[config.mk]
export PLATFORM = sky130hd
export DESIGN_NAME = sensor_threshold_alarm
export DESIGN_NICKNAME = d
export VERILOG_FILES = /design/src/rtl/sta_pkg.sv /design/src/rtl/sta_cfg.sv /design/src/rtl/sta_check.sv /design/src/rtl/sensor_threshold_alarm.sv
export SDC_FILE = /design/constraint.sdc
export NUM_CORES = 1
export LEC_CHECK = 0
export BUFFER_PORTS_ARGS = -buffer_cell sky130_fd_sc_hd__buf_2
export CORE_MARGIN = 2
export CORE_UTILIZATION = 30
export CTS_CLUSTER_DIAMETER = 200
export DETAILED_ROUTE_END_ITERATION = 12
export GPL_TIMING_DRIVEN = 0
export SETUP_SLACK_MARGIN = 0.3
export SKIP_LAST_GASP = 1
export SLEW_MARGIN = 30
export SYNTH_ARGS = -nofsm -noshare
export SYNTH_HDL_FRONTEND = slang
export SYNTH_SLANG_ARGS = --single-unit
[constraint.sdc]
create_clock -name clk -period 4.3 [get_ports clk]
set_input_delay 0.43 -clock clk [delete_from_list [all_inputs] [get_ports clk]]
set_output_delay 0.43 -clock clk [all_outputs]
set_load 0.01 [all_outputs]
[src/rtl/sta_pkg.sv]
// Shared types, register indexes and alarm codes of the sensor threshold alarm.
`timescale 1ns / 1ps

package sta_pkg;

  // Input transaction kinds.
  typedef enum logic [1:0] {
    KIND_SAMPLE = 2'd0,
    KIND_TICK   = 2'd1,
    KIND_MUTE   = 2'd2
  } kind_t;

  // Configuration register indexes.
  localparam int unsigned CfgIdxW = 3;
  localparam logic [CfgIdxW-1:0] REG_PH_LOW     = 3'd0;
  localparam logic [CfgIdxW-1:0] REG_PH_HIGH    = 3'd1;
  localparam logic [CfgIdxW-1:0] REG_TDS_HIGH   = 3'd2;
  localparam logic [CfgIdxW-1:0] REG_TEMP_LOW   = 3'd3;
  localparam logic [CfgIdxW-1:0] REG_TEMP_HIGH  = 3'd4;
  localparam logic [CfgIdxW-1:0] REG_BATT_LOW   = 3'd5;
  localparam logic [CfgIdxW-1:0] REG_SIGNAL_LIM = 3'd6;
  localparam logic [CfgIdxW-1:0] REG_MANUAL     = 3'd7;

  // Register reset values.
  localparam logic signed [31:0] PH_LOW_RST     = 32'sd393216;
  localparam logic signed [31:0] PH_HIGH_RST    = 32'sd557056;
  localparam logic signed [31:0] TDS_HIGH_RST   = 32'sd32768000;
  localparam logic signed [31:0] TEMP_LOW_RST   = 32'sd0;
  localparam logic signed [31:0] TEMP_HIGH_RST  = 32'sd2293760;
  localparam logic [22:0]        BATT_LOW_RST   = 23'd1310720;
  localparam logic signed [7:0]  SIGNAL_LIM_RST = -8'sd100;

  // Alarm types.
  localparam logic [1:0] ALARM_WATER   = 2'd0;
  localparam logic [1:0] ALARM_BATTERY = 2'd1;
  localparam logic [1:0] ALARM_SIGNAL  = 2'd2;

  // Alarm levels.
  localparam logic [1:0] LEVEL_NORMAL   = 2'd0;
  localparam logic [1:0] LEVEL_SERIOUS  = 2'd1;
  localparam logic [1:0] LEVEL_CRITICAL = 2'd2;

  // Failure counts that raise the water alarm level.
  localparam logic [1:0] CRIT_FAILS = 2'd3;
  localparam logic [1:0] SER_FAILS  = 2'd2;

  // Input transaction payload.
  typedef struct packed {
    kind_t              kind;
    logic signed [31:0] ph_value;
    logic signed [31:0] tds_value;
    logic signed [31:0] temp_value;
    logic [22:0]        battery_level;
    logic signed [7:0]  signal_dbm;
    logic [31:0]        mute_ticks;
  } in_item_t;

  // Result transaction payload.
  typedef struct packed {
    logic [1:0]         alarm_class;
    logic [1:0]         severity;
    logic [31:0]        alarm_number;
    logic signed [31:0] measured_value;
    logic signed [31:0] limit_value;
  } out_item_t;

  // Configuration register contents.
  typedef struct packed {
    logic signed [31:0] ph_low_limit;
    logic signed [31:0] ph_high_limit;
    logic signed [31:0] tds_high_limit;
    logic signed [31:0] temp_low_limit;
    logic signed [31:0] temp_high_limit;
    logic [22:0]        battery_low_limit;
    logic signed [7:0]  signal_weak_limit;
    logic               manual_mode;
  } cfg_regs_t;

  // Outcome of the threshold checks for one sample.
  typedef struct packed {
    logic               raise;
    logic [1:0]         alarm_class;
    logic [1:0]         severity;
    logic signed [31:0] measured_value;
    logic signed [31:0] limit_value;
  } check_res_t;

endpackage

[src/rtl/sta_cfg.sv]
// Configuration register file of the sensor threshold alarm.
`timescale 1ns / 1ps

module sta_cfg (
  input  logic                          clk,
  input  logic                          rst_n,
  input  logic                          cfg_valid,
  output logic                          cfg_ready,
  input  logic [sta_pkg::CfgIdxW-1:0]   cfg_index,
  input  logic [31:0]                   cfg_data,
  output sta_pkg::cfg_regs_t            regs
);

  sta_pkg::cfg_regs_t regs_r;
  logic               wr_en;

  // Writes never stall, so the port is always ready.
  assign cfg_ready = 1'b1;
  assign wr_en     = cfg_valid & cfg_ready;
  assign regs      = regs_r;

  // Register writes decoded by index.
  always_ff @(posedge clk) begin
    if (!rst_n) begin
      regs_r.ph_low_limit      <= sta_pkg::PH_LOW_RST;
      regs_r.ph_high_limit     <= sta_pkg::PH_HIGH_RST;
      regs_r.tds_high_limit    <= sta_pkg::TDS_HIGH_RST;
      regs_r.temp_low_limit    <= sta_pkg::TEMP_LOW_RST;
      regs_r.temp_high_limit   <= sta_pkg::TEMP_HIGH_RST;
      regs_r.battery_low_limit <= sta_pkg::BATT_LOW_RST;
      regs_r.signal_weak_limit <= sta_pkg::SIGNAL_LIM_RST;
      regs_r.manual_mode       <= 1'b0;
    end else if (wr_en) begin
      unique case (cfg_index)
        sta_pkg::REG_PH_LOW:     regs_r.ph_low_limit      <= cfg_data;
        sta_pkg::REG_PH_HIGH:    regs_r.ph_high_limit     <= cfg_data;
        sta_pkg::REG_TDS_HIGH:   regs_r.tds_high_limit    <= cfg_data;
        sta_pkg::REG_TEMP_LOW:   regs_r.temp_low_limit    <= cfg_data;
        sta_pkg::REG_TEMP_HIGH:  regs_r.temp_high_limit   <= cfg_data;
        sta_pkg::REG_BATT_LOW:   regs_r.battery_low_limit <= cfg_data[22:0];
        sta_pkg::REG_SIGNAL_LIM: regs_r.signal_weak_limit <= cfg_data[7:0];
        sta_pkg::REG_MANUAL:     regs_r.manual_mode       <= cfg_data[0];
        default: ;
      endcase
    end
  end

endmodule

[src/rtl/sta_check.sv]
// Threshold checks and worst-value selection for one sensor sample.
`timescale 1ns / 1ps

module sta_check (
  input  sta_pkg::in_item_t    item,
  input  sta_pkg::cfg_regs_t   regs,
  output sta_pkg::check_res_t  res
);

  logic       ph_low_fail, ph_high_fail, ph_fail;
  logic       tds_fail, tds_take;
  logic       temp_low_fail, temp_high_fail, temp_fail;
  logic       water_fail, batt_fail, sig_fail;
  logic [1:0] fails;
  logic [1:0] water_level;
  logic signed [31:0] ph_thr, temp_thr;
  logic signed [31:0] water_val, water_thr;

  // Individual window and limit comparisons.
  assign ph_low_fail    = item.ph_value < regs.ph_low_limit;
  assign ph_high_fail   = !ph_low_fail && (item.ph_value > regs.ph_high_limit);
  assign ph_fail        = ph_low_fail | ph_high_fail;
  assign ph_thr         = ph_low_fail ? regs.ph_low_limit : regs.ph_high_limit;
  assign tds_fail       = item.tds_value > regs.tds_high_limit;
  assign temp_low_fail  = item.temp_value < regs.temp_low_limit;
  assign temp_high_fail = !temp_low_fail && (item.temp_value > regs.temp_high_limit);
  assign temp_fail      = temp_low_fail | temp_high_fail;
  assign temp_thr       = temp_low_fail ? regs.temp_low_limit : regs.temp_high_limit;

  // TDS replaces a pH pick only when it is larger; it always wins when alone so far.
  assign tds_take = tds_fail && (!ph_fail || (item.tds_value > item.ph_value));

  assign fails = {1'b0, ph_fail} + {1'b0, tds_fail} + {1'b0, temp_fail};
  assign water_fail = ph_fail | tds_fail | temp_fail;

  // Level from the failure count.
  always_comb begin
    if (fails >= sta_pkg::CRIT_FAILS) begin
      water_level = sta_pkg::LEVEL_CRITICAL;
    end else if (fails >= sta_pkg::SER_FAILS) begin
      water_level = sta_pkg::LEVEL_SERIOUS;
    end else begin
      water_level = sta_pkg::LEVEL_NORMAL;
    end
  end

  // Worst value pick: temperature last, so it overrides the others.
  always_comb begin
    water_val = item.ph_value;
    water_thr = ph_thr;
    if (tds_take) begin
      water_val = item.tds_value;
      water_thr = regs.tds_high_limit;
    end
    if (temp_fail) begin
      water_val = item.temp_value;
      water_thr = temp_thr;
    end
  end

  assign batt_fail = item.battery_level < regs.battery_low_limit;
  assign sig_fail  = (item.signal_dbm < regs.signal_weak_limit) && (item.signal_dbm != 8'sd0);

  // Priority: water checks, then battery, then signal.
  always_comb begin
    res.raise          = 1'b0;
    res.alarm_class    = sta_pkg::ALARM_WATER;
    res.severity       = water_level;
    res.measured_value = water_val;
    res.limit_value    = water_thr;
    if (water_fail) begin
      res.raise = 1'b1;
    end else if (batt_fail) begin
      res.raise          = 1'b1;
      res.alarm_class    = sta_pkg::ALARM_BATTERY;
      res.severity       = sta_pkg::LEVEL_SERIOUS;
      res.measured_value = {9'd0, item.battery_level};
      res.limit_value    = {9'd0, regs.battery_low_limit};
    end else if (sig_fail) begin
      res.raise          = 1'b1;
      res.alarm_class    = sta_pkg::ALARM_SIGNAL;
      res.severity       = sta_pkg::LEVEL_NORMAL;
      res.measured_value = {{8{item.signal_dbm[7]}}, item.signal_dbm, 16'd0};
      res.limit_value    = {{8{regs.signal_weak_limit[7]}}, regs.signal_weak_limit, 16'd0};
    end
  end

endmodule

[src/rtl/sensor_threshold_alarm.sv]
// Top level of the sensor threshold alarm: state, result register and handshakes.
// A sample that raises an alarm shows on out_valid in the cycle after acceptance.
// One transaction per cycle unless stalled; checks sit between the input port and result register.
// in_stall is high only while the result register holds an alarm that out_stall blocks.
// Reset (synchronous, rst_n low) loads the default limits and clears mute and sequence count.
`timescale 1ns / 1ps

module sensor_threshold_alarm (
  input  logic                        clk,
  input  logic                        rst_n,
  input  logic                        in_valid,
  output logic                        in_stall,
  input  sta_pkg::in_item_t           in_data,
  output logic                        out_valid,
  input  logic                        out_stall,
  output sta_pkg::out_item_t          out_data,
  input  logic                        cfg_valid,
  output logic                        cfg_ready,
  input  logic [sta_pkg::CfgIdxW-1:0] cfg_index,
  input  logic [31:0]                 cfg_data
);

  sta_pkg::cfg_regs_t  regs;
  sta_pkg::check_res_t chk;
  sta_pkg::out_item_t  out_data_r;
  logic                out_valid_r;
  logic [31:0]         mute_r, mute_nxt;
  logic [31:0]         count_r, count_nxt;
  logic                in_fire, suppressed, load;

  sta_cfg u_cfg (
    .clk       (clk),
    .rst_n     (rst_n),
    .cfg_valid (cfg_valid),
    .cfg_ready (cfg_ready),
    .cfg_index (cfg_index),
    .cfg_data  (cfg_data),
    .regs      (regs)
  );

  sta_check u_check (
    .item (in_data),
    .regs (regs),
    .res  (chk)
  );

  // Input is held off only when a finished alarm cannot leave.
  assign in_stall   = out_valid_r & out_stall;
  assign in_fire    = in_valid & !in_stall;
  assign suppressed = regs.manual_mode | (mute_r != 32'd0);
  assign load       = in_fire && (in_data.kind == sta_pkg::KIND_SAMPLE) && !suppressed
                      && chk.raise;

  // Mute countdown and sequence number updates.
  always_comb begin
    mute_nxt  = mute_r;
    count_nxt = count_r;
    if (in_fire) begin
      case (in_data.kind)
        sta_pkg::KIND_TICK: begin
          if (mute_r != 32'd0) mute_nxt = mute_r - 32'd1;
        end
        sta_pkg::KIND_MUTE: begin
          if (in_data.mute_ticks != 32'd0) mute_nxt = in_data.mute_ticks;
        end
        sta_pkg::KIND_SAMPLE: begin
          if (load) count_nxt = count_r + 32'd1;
        end
        default: ;
      endcase
    end
  end

  always_ff @(posedge clk) begin
    if (!rst_n) begin
      mute_r  <= 32'd0;
      count_r <= 32'd0;
    end else begin
      mute_r  <= mute_nxt;
      count_r <= count_nxt;
    end
  end

  // Result register: loads a new alarm, drains when the receiver takes it.
  always_ff @(posedge clk) begin
    if (!rst_n) begin
      out_valid_r <= 1'b0;
    end else if (load) begin
      out_valid_r <= 1'b1;
    end else if (!out_stall) begin
      out_valid_r <= 1'b0;
    end
  end

  always_ff @(posedge clk) begin
    if (load) begin
      out_data_r.alarm_class    <= chk.alarm_class;
      out_data_r.severity       <= chk.severity;
      out_data_r.alarm_number   <= count_nxt;
      out_data_r.measured_value <= chk.measured_value;
      out_data_r.limit_value    <= chk.limit_value;
    end
  end

  assign out_valid = out_valid_r;
  assign out_data  = out_data_r;

  // A loaded alarm carries the updated sequence number.
  a_number_matches: assert property (@(posedge clk) disable iff (!rst_n)
    load |=> out_valid_r && (out_data_r.alarm_number == count_r))
    else $error("alarm number differs from sequence count");

  // The sequence count moves only with an emitted alarm.
  a_count_step: assert property (@(posedge clk) disable iff (!rst_n)
    !load |=> count_r == $past(count_r))
    else $error("sequence count changed without an alarm");

  // An active mute blocks every alarm.
  a_mute_blocks: assert property (@(posedge clk) disable iff (!rst_n)
    (mute_r != 32'd0) |-> !load)
    else $error("alarm raised while muted");

  // A new alarm never overwrites one that is still held.
  a_no_overwrite: assert property (@(posedge clk) disable iff (!rst_n)
    (out_valid_r && out_stall) |-> !load)
    else $error("held alarm overwritten");

endmodule
==> impl_results.md, run 1 <==
* Async SR Flop Fraction at 0
* Area growth syn-to-layout at 23.0%
* Number of global-route vias before repair at 20144
* Synthesized area at 21800 sq um
* RSZ-0062 raised after global routing: yes
* Leak at 0.0103 uW
* Slowest cell on crit path: a221oi_2
* H-tree depth at 2
* Layout Cells excl Fill at 4019
* Syn nets at 3074
* Hold Buf Count CTS at 0
* Clock Path Buffers at 3
* Setup crit end kind: flop
* Antenna violations before repair at 36
* Arrival @ worst endpoint at 4.20 ns
* Max-slew headroom at 0.368
* Die Span Y at 273 um
* Fmax at 255 MHz
* Most used cell, CP: clkbuf_4
* Post-synthesis cell type count at 75
* DP Area at 24500 sq um
* Fin area at 26800 sq um
* Largest stage delay on the critical path at 0.43 ns
* Setup TNS Final at 0 ns
* Port bufs at 298
* Pin count of the biggest net entering global routing at 46
* Count of buffer and inverter cells on the critical path at 3
* Placed cells at 3898
* Routed WL per cell at 21.6 um
* Synth warn at 0
* Overall Global Routing Usage at 0.223
* Final setup vio count at 0
* Critical path peak fanout at 10
* Final hold slack at 0.175 ns
* Max-Cap Viols at 0
* Clock sink count at 357
* Sequential share of the synthesized area at 0.374
* First-pass DRT Iterations at 5
* Avg Cell Area, Syn at 8.22 sq um
* DR vias at 21466
* Die X at 273 um
* Die footprint at 74800 sq um
* CTS Buf Count at 42
* PwrDens at 350 nW/um^2
* Post-synth EDFFs at 100
* VDD IR max at 233 uV
* Post-DP HPWL at 68300 um
* Total power at 9390 uW
* Drt first-iter violations at 1997
* Crit-path leading delay family: compound AO/OA/AOI/OAI gates
* Core region area at 71700 sq um
* Cell Chain, Critical Path: inv_1, ha_1, nand4_1, nor4_4, a21boi_4, nor3_4, or2_2, o211a_4, a21bo_2, clkbuf_4, clkbuf_4, o211ai_1, a221oi_2, o21ai_1
* # IOs at 304
* Worst hold path class: in -> reg
* Outcome: finished, final reports clean
* Worst Tran Pin Value at 0.947 ns
* Clk_skew at 0.0289 ns
* Fin. max-slew vios at 0
* Largest cells by area after synthesis: dfxtp_1 (24%), edfxtp_1 (14%), ha_1 (13%)
* First-pass GRT wire length at 125000 um
* # DRC at 0
* Layout cells sized above 1 at 0.174
* Top_reg_cell synth: dfxtp_1
* Min Tclk post-route at 3.92 ns
* WP data required at 4.59 ns
* Routability congestion estimate at 0.946
* Post-route ant nets at 0
* Count leader, synth: nand2_1
* Drt via density at 5.34
* Crit start category: flop
* Commonest cells post-synth: nand2_1 (511), a21oi_1 (272), dfxtp_1 (257)
* Reg clk slew, reported paths at 0.06 ns
* Final hold viol count at 0
* Fill count at 7528
* Routed Wire Length at 86800 um
* Root buf cell: clkbuf_16
* Clk Latency, worst-skew pair at 0.59 ns
* Mapped Cells at 2648
* Crit share post-route at 0.911
* Initial Util at 0.304
* Crit path kind: reg -> reg
* Yosys reg bits at 357
* Num rows at 98
* Area leader, netlist: dfxtp_1
* Nets@finish at 3443
* Synth top area share at 0.236
* CTS tree: yes
* Grt total ovfl at 0
[power by group]
group          switching (uW)  internal [uW]  total [uW]  leakage (uW)
sequential               68.8           3580        3640       0.00296
clock                    1570           2140        3700      0.000678
combinational            1320            717        2040       0.00665
[worst reg2reg max path, cell delays in order, from the launching register on]
cell	delay, ns
dfxtp_1	0.39
inv_1	0.07
ha_1	0.31
nand4_1	0.14
nor4_4	0.34
a21boi_4	0.24
nor3_4	0.07
or2_2	0.32
o211a_4	0.27
a21bo_2	0.19
clkbuf_4	0.20
clkbuf_4	0.24
o211ai_1	0.20
a221oi_2	0.44
o21ai_1	0.20
[through the flow]
step	utilization	setup slack, ns
after floorplan	-	0.322
after global placement	0.341	-1.27
after detailed placement	0.342	-1.28
after CTS	0.368	0.282
after global routing	0.373	0.260
final	0.373	0.385
[placed cells by master, fill, tap and decap left out, drive strengths merged, types with 13 or more instances in the layout]
cell / instances
nand2: 511
buf: 343
a21oi: 273
dfxtp: 257
inv: 244
ha: 224
clkbuf: 182
o21ai: 128
edfxtp: 100
nor2: 96
o211ai: 77
mux2i: 61
a22oi: 49
nand4: 44
nand3: 43
nor3: 38
a211oi: 36
nand2b: 33
nor4: 27
and3: 22
a21o: 21
a221oi: 21
o21a: 20
diode: 19
xnor2: 18
a31oi: 18
o31ai: 15
or3: 13
and2: 13
[layout make-up]
class	count	area, sq um	area share
buffer	143	689	0.0257
sequential	357	8150	0.304
multi-input combinational	1908	12600	0.472
timing repair buffer	324	1770	0.0661
antenna	19	47.5	0.00178
clock inverter	19	200	0.00747
inverter	241	910	0.0340
clock buffer	58	1190	0.0446
tap	950	1190	0.0444
[cell families (layout without fill, tap and decap cells)]
kind of cell,Yosys count,count (layout),share of synthesized area
AO/OA/AOI/OAI,709,710,0.202
AND/OR/NAND/NOR,878,878,0.184
flip-flops,357,357,0.374
buffers and inverters,384,785,0.0676
XOR/XNOR,30,30,0.0121
other,1,20,0.000172
adder cells (fa/ha/maj),225,225,0.130
multiplexers,64,64,0.0301
[path summary, 6_finish.rpt]
path                      to            start  slack [ns]  cells past startpoint
max             out_data[21]  u_cfg.regs[103]        0.38                     14
min                mute_r[0]       in_data[0]        0.17                      3
max reg2reg     out_data[21]  u_cfg.regs[103]        0.38                     14
min reg2reg  u_cfg.regs[175]  u_cfg.regs[175]        0.45                      2
[repair_timing]
action / CTS / global route
endpoints found under the setup margin: 218 / 169
setup buffers: 12 / 10
gates cloned: 1 / 2
resized for setup: 104 / 69
pin swaps: 8 / 17
[state kept, by name, summed over array words and instances (netlist names)]
register and flops:
u_cfg.regs 192, mute_r 32, out_data 100, out_valid 1
count_r 32
[per-layer routing]
metal  vias to the layer above  global-route usage  wire length, um
li1                      10157                   -                -
met1                     10172               0.295            36400
met2                       906               0.346            38800
met3                       201              0.0494             7650
met4                        30              0.0999             3730
met5                         -                   0              179
Note: power is estimated with default switching activity, not from simulation.
==> inputs of run 2 (changes only) <==
--- a/config.mk
+++ b/config.mk
@@ -11,6 +11,7 @@
 export CTS_CLUSTER_DIAMETER = 200
 export DETAILED_ROUTE_END_ITERATION = 12
 export GPL_TIMING_DRIVEN = 0
+export PLACE_DENSITY_LB_ADDON = 0.2
 export SETUP_SLACK_MARGIN = 0.3
 export SKIP_LAST_GASP = 1
 export SLEW_MARGIN = 30
==> impl_results.md, run 2 (same netlist as run 1, synthesis figures left out) <==
* Slowest cell on crit path: or4_1 (was a221oi_2)
* Min Tclk post-route at 4.01 ns (was 3.92 ns)
* # DRC at 0 (unchanged)
* Clock Path Buffers at 3 (unchanged)
* Post-DP HPWL at 70400 um (was 68300 um)
* # IOs at 304 (unchanged)
* Drt first-iter violations at 2011 (was 1997)
* H-tree depth at 2 (unchanged)
* Number of global-route vias before repair at 19809 (was 20144)
* Placed cells at 3898 (unchanged)
* PwrDens at 349 nW/um^2 (was 350 nW/um^2)
* Worst Tran Pin Value at 1.03 ns (was 0.947 ns)
* Clock sink count at 357 (unchanged)
* P_int at 6360 uW (was 6430 uW)
* CTS tree: yes (unchanged)
* Clock power share at 0.388 (was 0.395)
* Die footprint at 74800 sq um (unchanged)
* Clk Latency, worst-skew pair at 0.58 ns (was 0.59 ns)
* Initial Util at 0.304 (unchanged)
* VDD IR max at 283 uV (was 233 uV)
* Most frequent cells in the layout: nand2_1 (506), buf_2 (306), a21oi_1 (267) (was nand2_1 (504), buf_2 (304), a21oi_1 (270))
* Switch share at 0.319 (was 0.315)
* Setup TNS Final at 0 ns (unchanged)
* Reg clk slew, reported paths at 0.06 ns (about the same)
* Crit share post-route at 0.932 (was 0.911)
* Most common cell after layout, fill and taps aside: nand2_1 (unchanged)
* Crit start category: flop (unchanged)
* Post-route ant nets at 0 (unchanged)
* CTS Buf Count at 44 (was 42)
* Leak at 0.0103 uW (about the same)
* Crit path kind: reg -> reg (unchanged)
* Sequential group share of total power at 0.390 (was 0.388)
* First-pass GRT wire length at 129000 um (was 125000 um)
* Grt total ovfl at 0 (unchanged)
* Clk_skew at 0.0272 ns (was 0.0289 ns)
* Worst hold path class: in -> reg (unchanged)
* RSZ-0062 raised after global routing: yes (unchanged)
* Arrival @ worst endpoint at 4.33 ns (was 4.20 ns)
* Nets@finish at 3451 (was 3443)
* Max-slew headroom at 0.314 (was 0.368)
* Finished Core Util at 0.374 (was 0.373)
* Die X at 273 um (unchanged)
* First-pass DRT Iterations at 5 (unchanged)
* Largest stage delay on the critical path at 0.62 ns (was 0.43 ns)
* Routability congestion estimate at 0.913 (was 0.946)
* Cell Chain, Critical Path: inv_1, ha_1, a21o_1, nand3_1, a2111oi_0, or4_1, a22o_2, o21ai_4, a21bo_2, buf_2, buf_6, mux2i_1, a211oi_1, a221o_1 (was inv_1, ha_1, nand4_1, nor4_4, a21boi_4, nor3_4, or2_2, o211a_4, a21bo_2, clkbuf_4, clkbuf_4, o211ai_1, a221oi_2, o21ai_1)
* Final setup vio count at 0 (unchanged)
* Layout Cells excl Fill at 4018 (was 4019)
* Drt via density at 5.29 (was 5.34)
* Max-Cap Viols at 0 (unchanged)
* Root buf cell: clkbuf_16 (unchanged)
* Core region area at 71700 sq um (unchanged)
* Final hold viol count at 0 (unchanged)
* Overall Global Routing Usage at 0.232 (was 0.223)
* Area growth syn-to-layout at 23.0% (about the same)
* Fmax at 250 MHz (was 255 MHz)
* Layout cells sized above 1 at 0.175 (was 0.174)
* Antenna violations before repair at 20 (was 36)
* Die Span Y at 273 um (unchanged)
* Pin count of the biggest net entering global routing at 37 (was 46)
* WP data required at 4.62 ns (was 4.59 ns)
* Num rows at 98 (unchanged)
* Critical path peak fanout at 10 (unchanged)
* Fin. max-slew vios at 0 (unchanged)
* Hold Buf Count CTS at 0 (unchanged)
* Combinational share of power at 0.222 (was 0.217)
* Outcome: finished, final reports clean (unchanged)
* Routed Wire Length at 90000 um (was 86800 um)
* Setup crit end kind: flop (unchanged)
* Sw power at 2980 uW (was 2960 uW)
* DR vias at 21261 (was 21466)
* Routed WL per cell at 22.4 um (was 21.6 um)
* Max reg flops at 192 (unchanged)
* Port bufs at 298 (unchanged)
==> run 2: cell count changes in the layout (fill, tap and decap cells not counted), moves of 3 or more <==
cell,delta
a21oi_1,-3
buf_4,+6
clkbuf_1,+3
clkbuf_2,+4
clkbuf_4,-8
clkinv_1,+4
dfxtp_1,-7
dfxtp_2,+7
diode_2,-7
nand2_2,-3
o21ai_2,-3
==> run 2: worst max-delay path, delay by kind of cell (launching register included) <==
family / cells / cell delay (ns)
buf+inv: 3 / 0.48
simple gates: 2 / 0.70
compound gates: 7 / 1.53
mux: 1 / 0.40
fa+ha+maj: 1 / 0.29
flops: 1 / 0.34
==> run 2: path summary, 6_finish.rpt <==
| path | endpoint | startpoint | cells after the start | slack (ns) |
|---|---|---|---|---|
| max | out_data[52] | u_cfg.regs[145] | 14 | 0.29 |
| min | u_cfg.regs[88] | cfg_data[24] | 3 | 0.17 |
| max reg2reg | out_data[52] | u_cfg.regs[145] | 14 | 0.29 |
| min reg2reg | u_cfg.regs[65] | u_cfg.regs[65] | 2 | 0.46 |
==> run 2: per-stage QoR <==
stage	worst slack [ns]	total power, uW	hold slack, ns	cell area, sq um
CTS	0.289	9290	0.128	26400
global placement	-1.43	5570	0.444	24500
detailed placement	-1.16	5570	0.448	24500
floorplan	0.322	4780	0.436	21800
global route	0.242	9700	0.161	26800
finish	0.293	9340	0.171	26800
==> run 2: repair_timing <==
item / 4_1_cts / 5_1_grt
pin swaps: 5 / 23
buffers inserted: 9 / 19
gates resized for setup: 98 / 78
endpoints found under the setup margin: 211 / 149
endpoints found under the hold margin: 0 / 0
gates cloned: 2 / 1
==> run 2: layer usage <==
layer	up-vias	track usage	share of wire
li1	10189	-	-
met1	10096	0.332	0.46
met2	817	0.354	0.43
met3	147	0.0354	0.073
met4	12	0.0779	0.033
met5	-	0	0.00076
==> run 2: area by class of cell <==
cell class                 instances  area, sq um
antenna                           12         30.0
buffer                           143          683
clock buffer                      61         1240
clock inverter                    16          113
fill                            7464        44900
inverter                         241          910
multi-input combinational       1908        12700
sequential                       357         8160
tap                              950         1190
timing repair buffer             330         1820
==> run 2: power groups by stage <==
stage	Clock (uW)	Sequential [uW]	Combinational (uW)
6_report	3620	3640	2070
5_1_grt	3800	3650	2240
4_1_cts	3680	3640	1960
3_5_place_dp	0	3710	1860
3_3_place_gp	0	3710	1860
2_1_floorplan	0	3710	1070
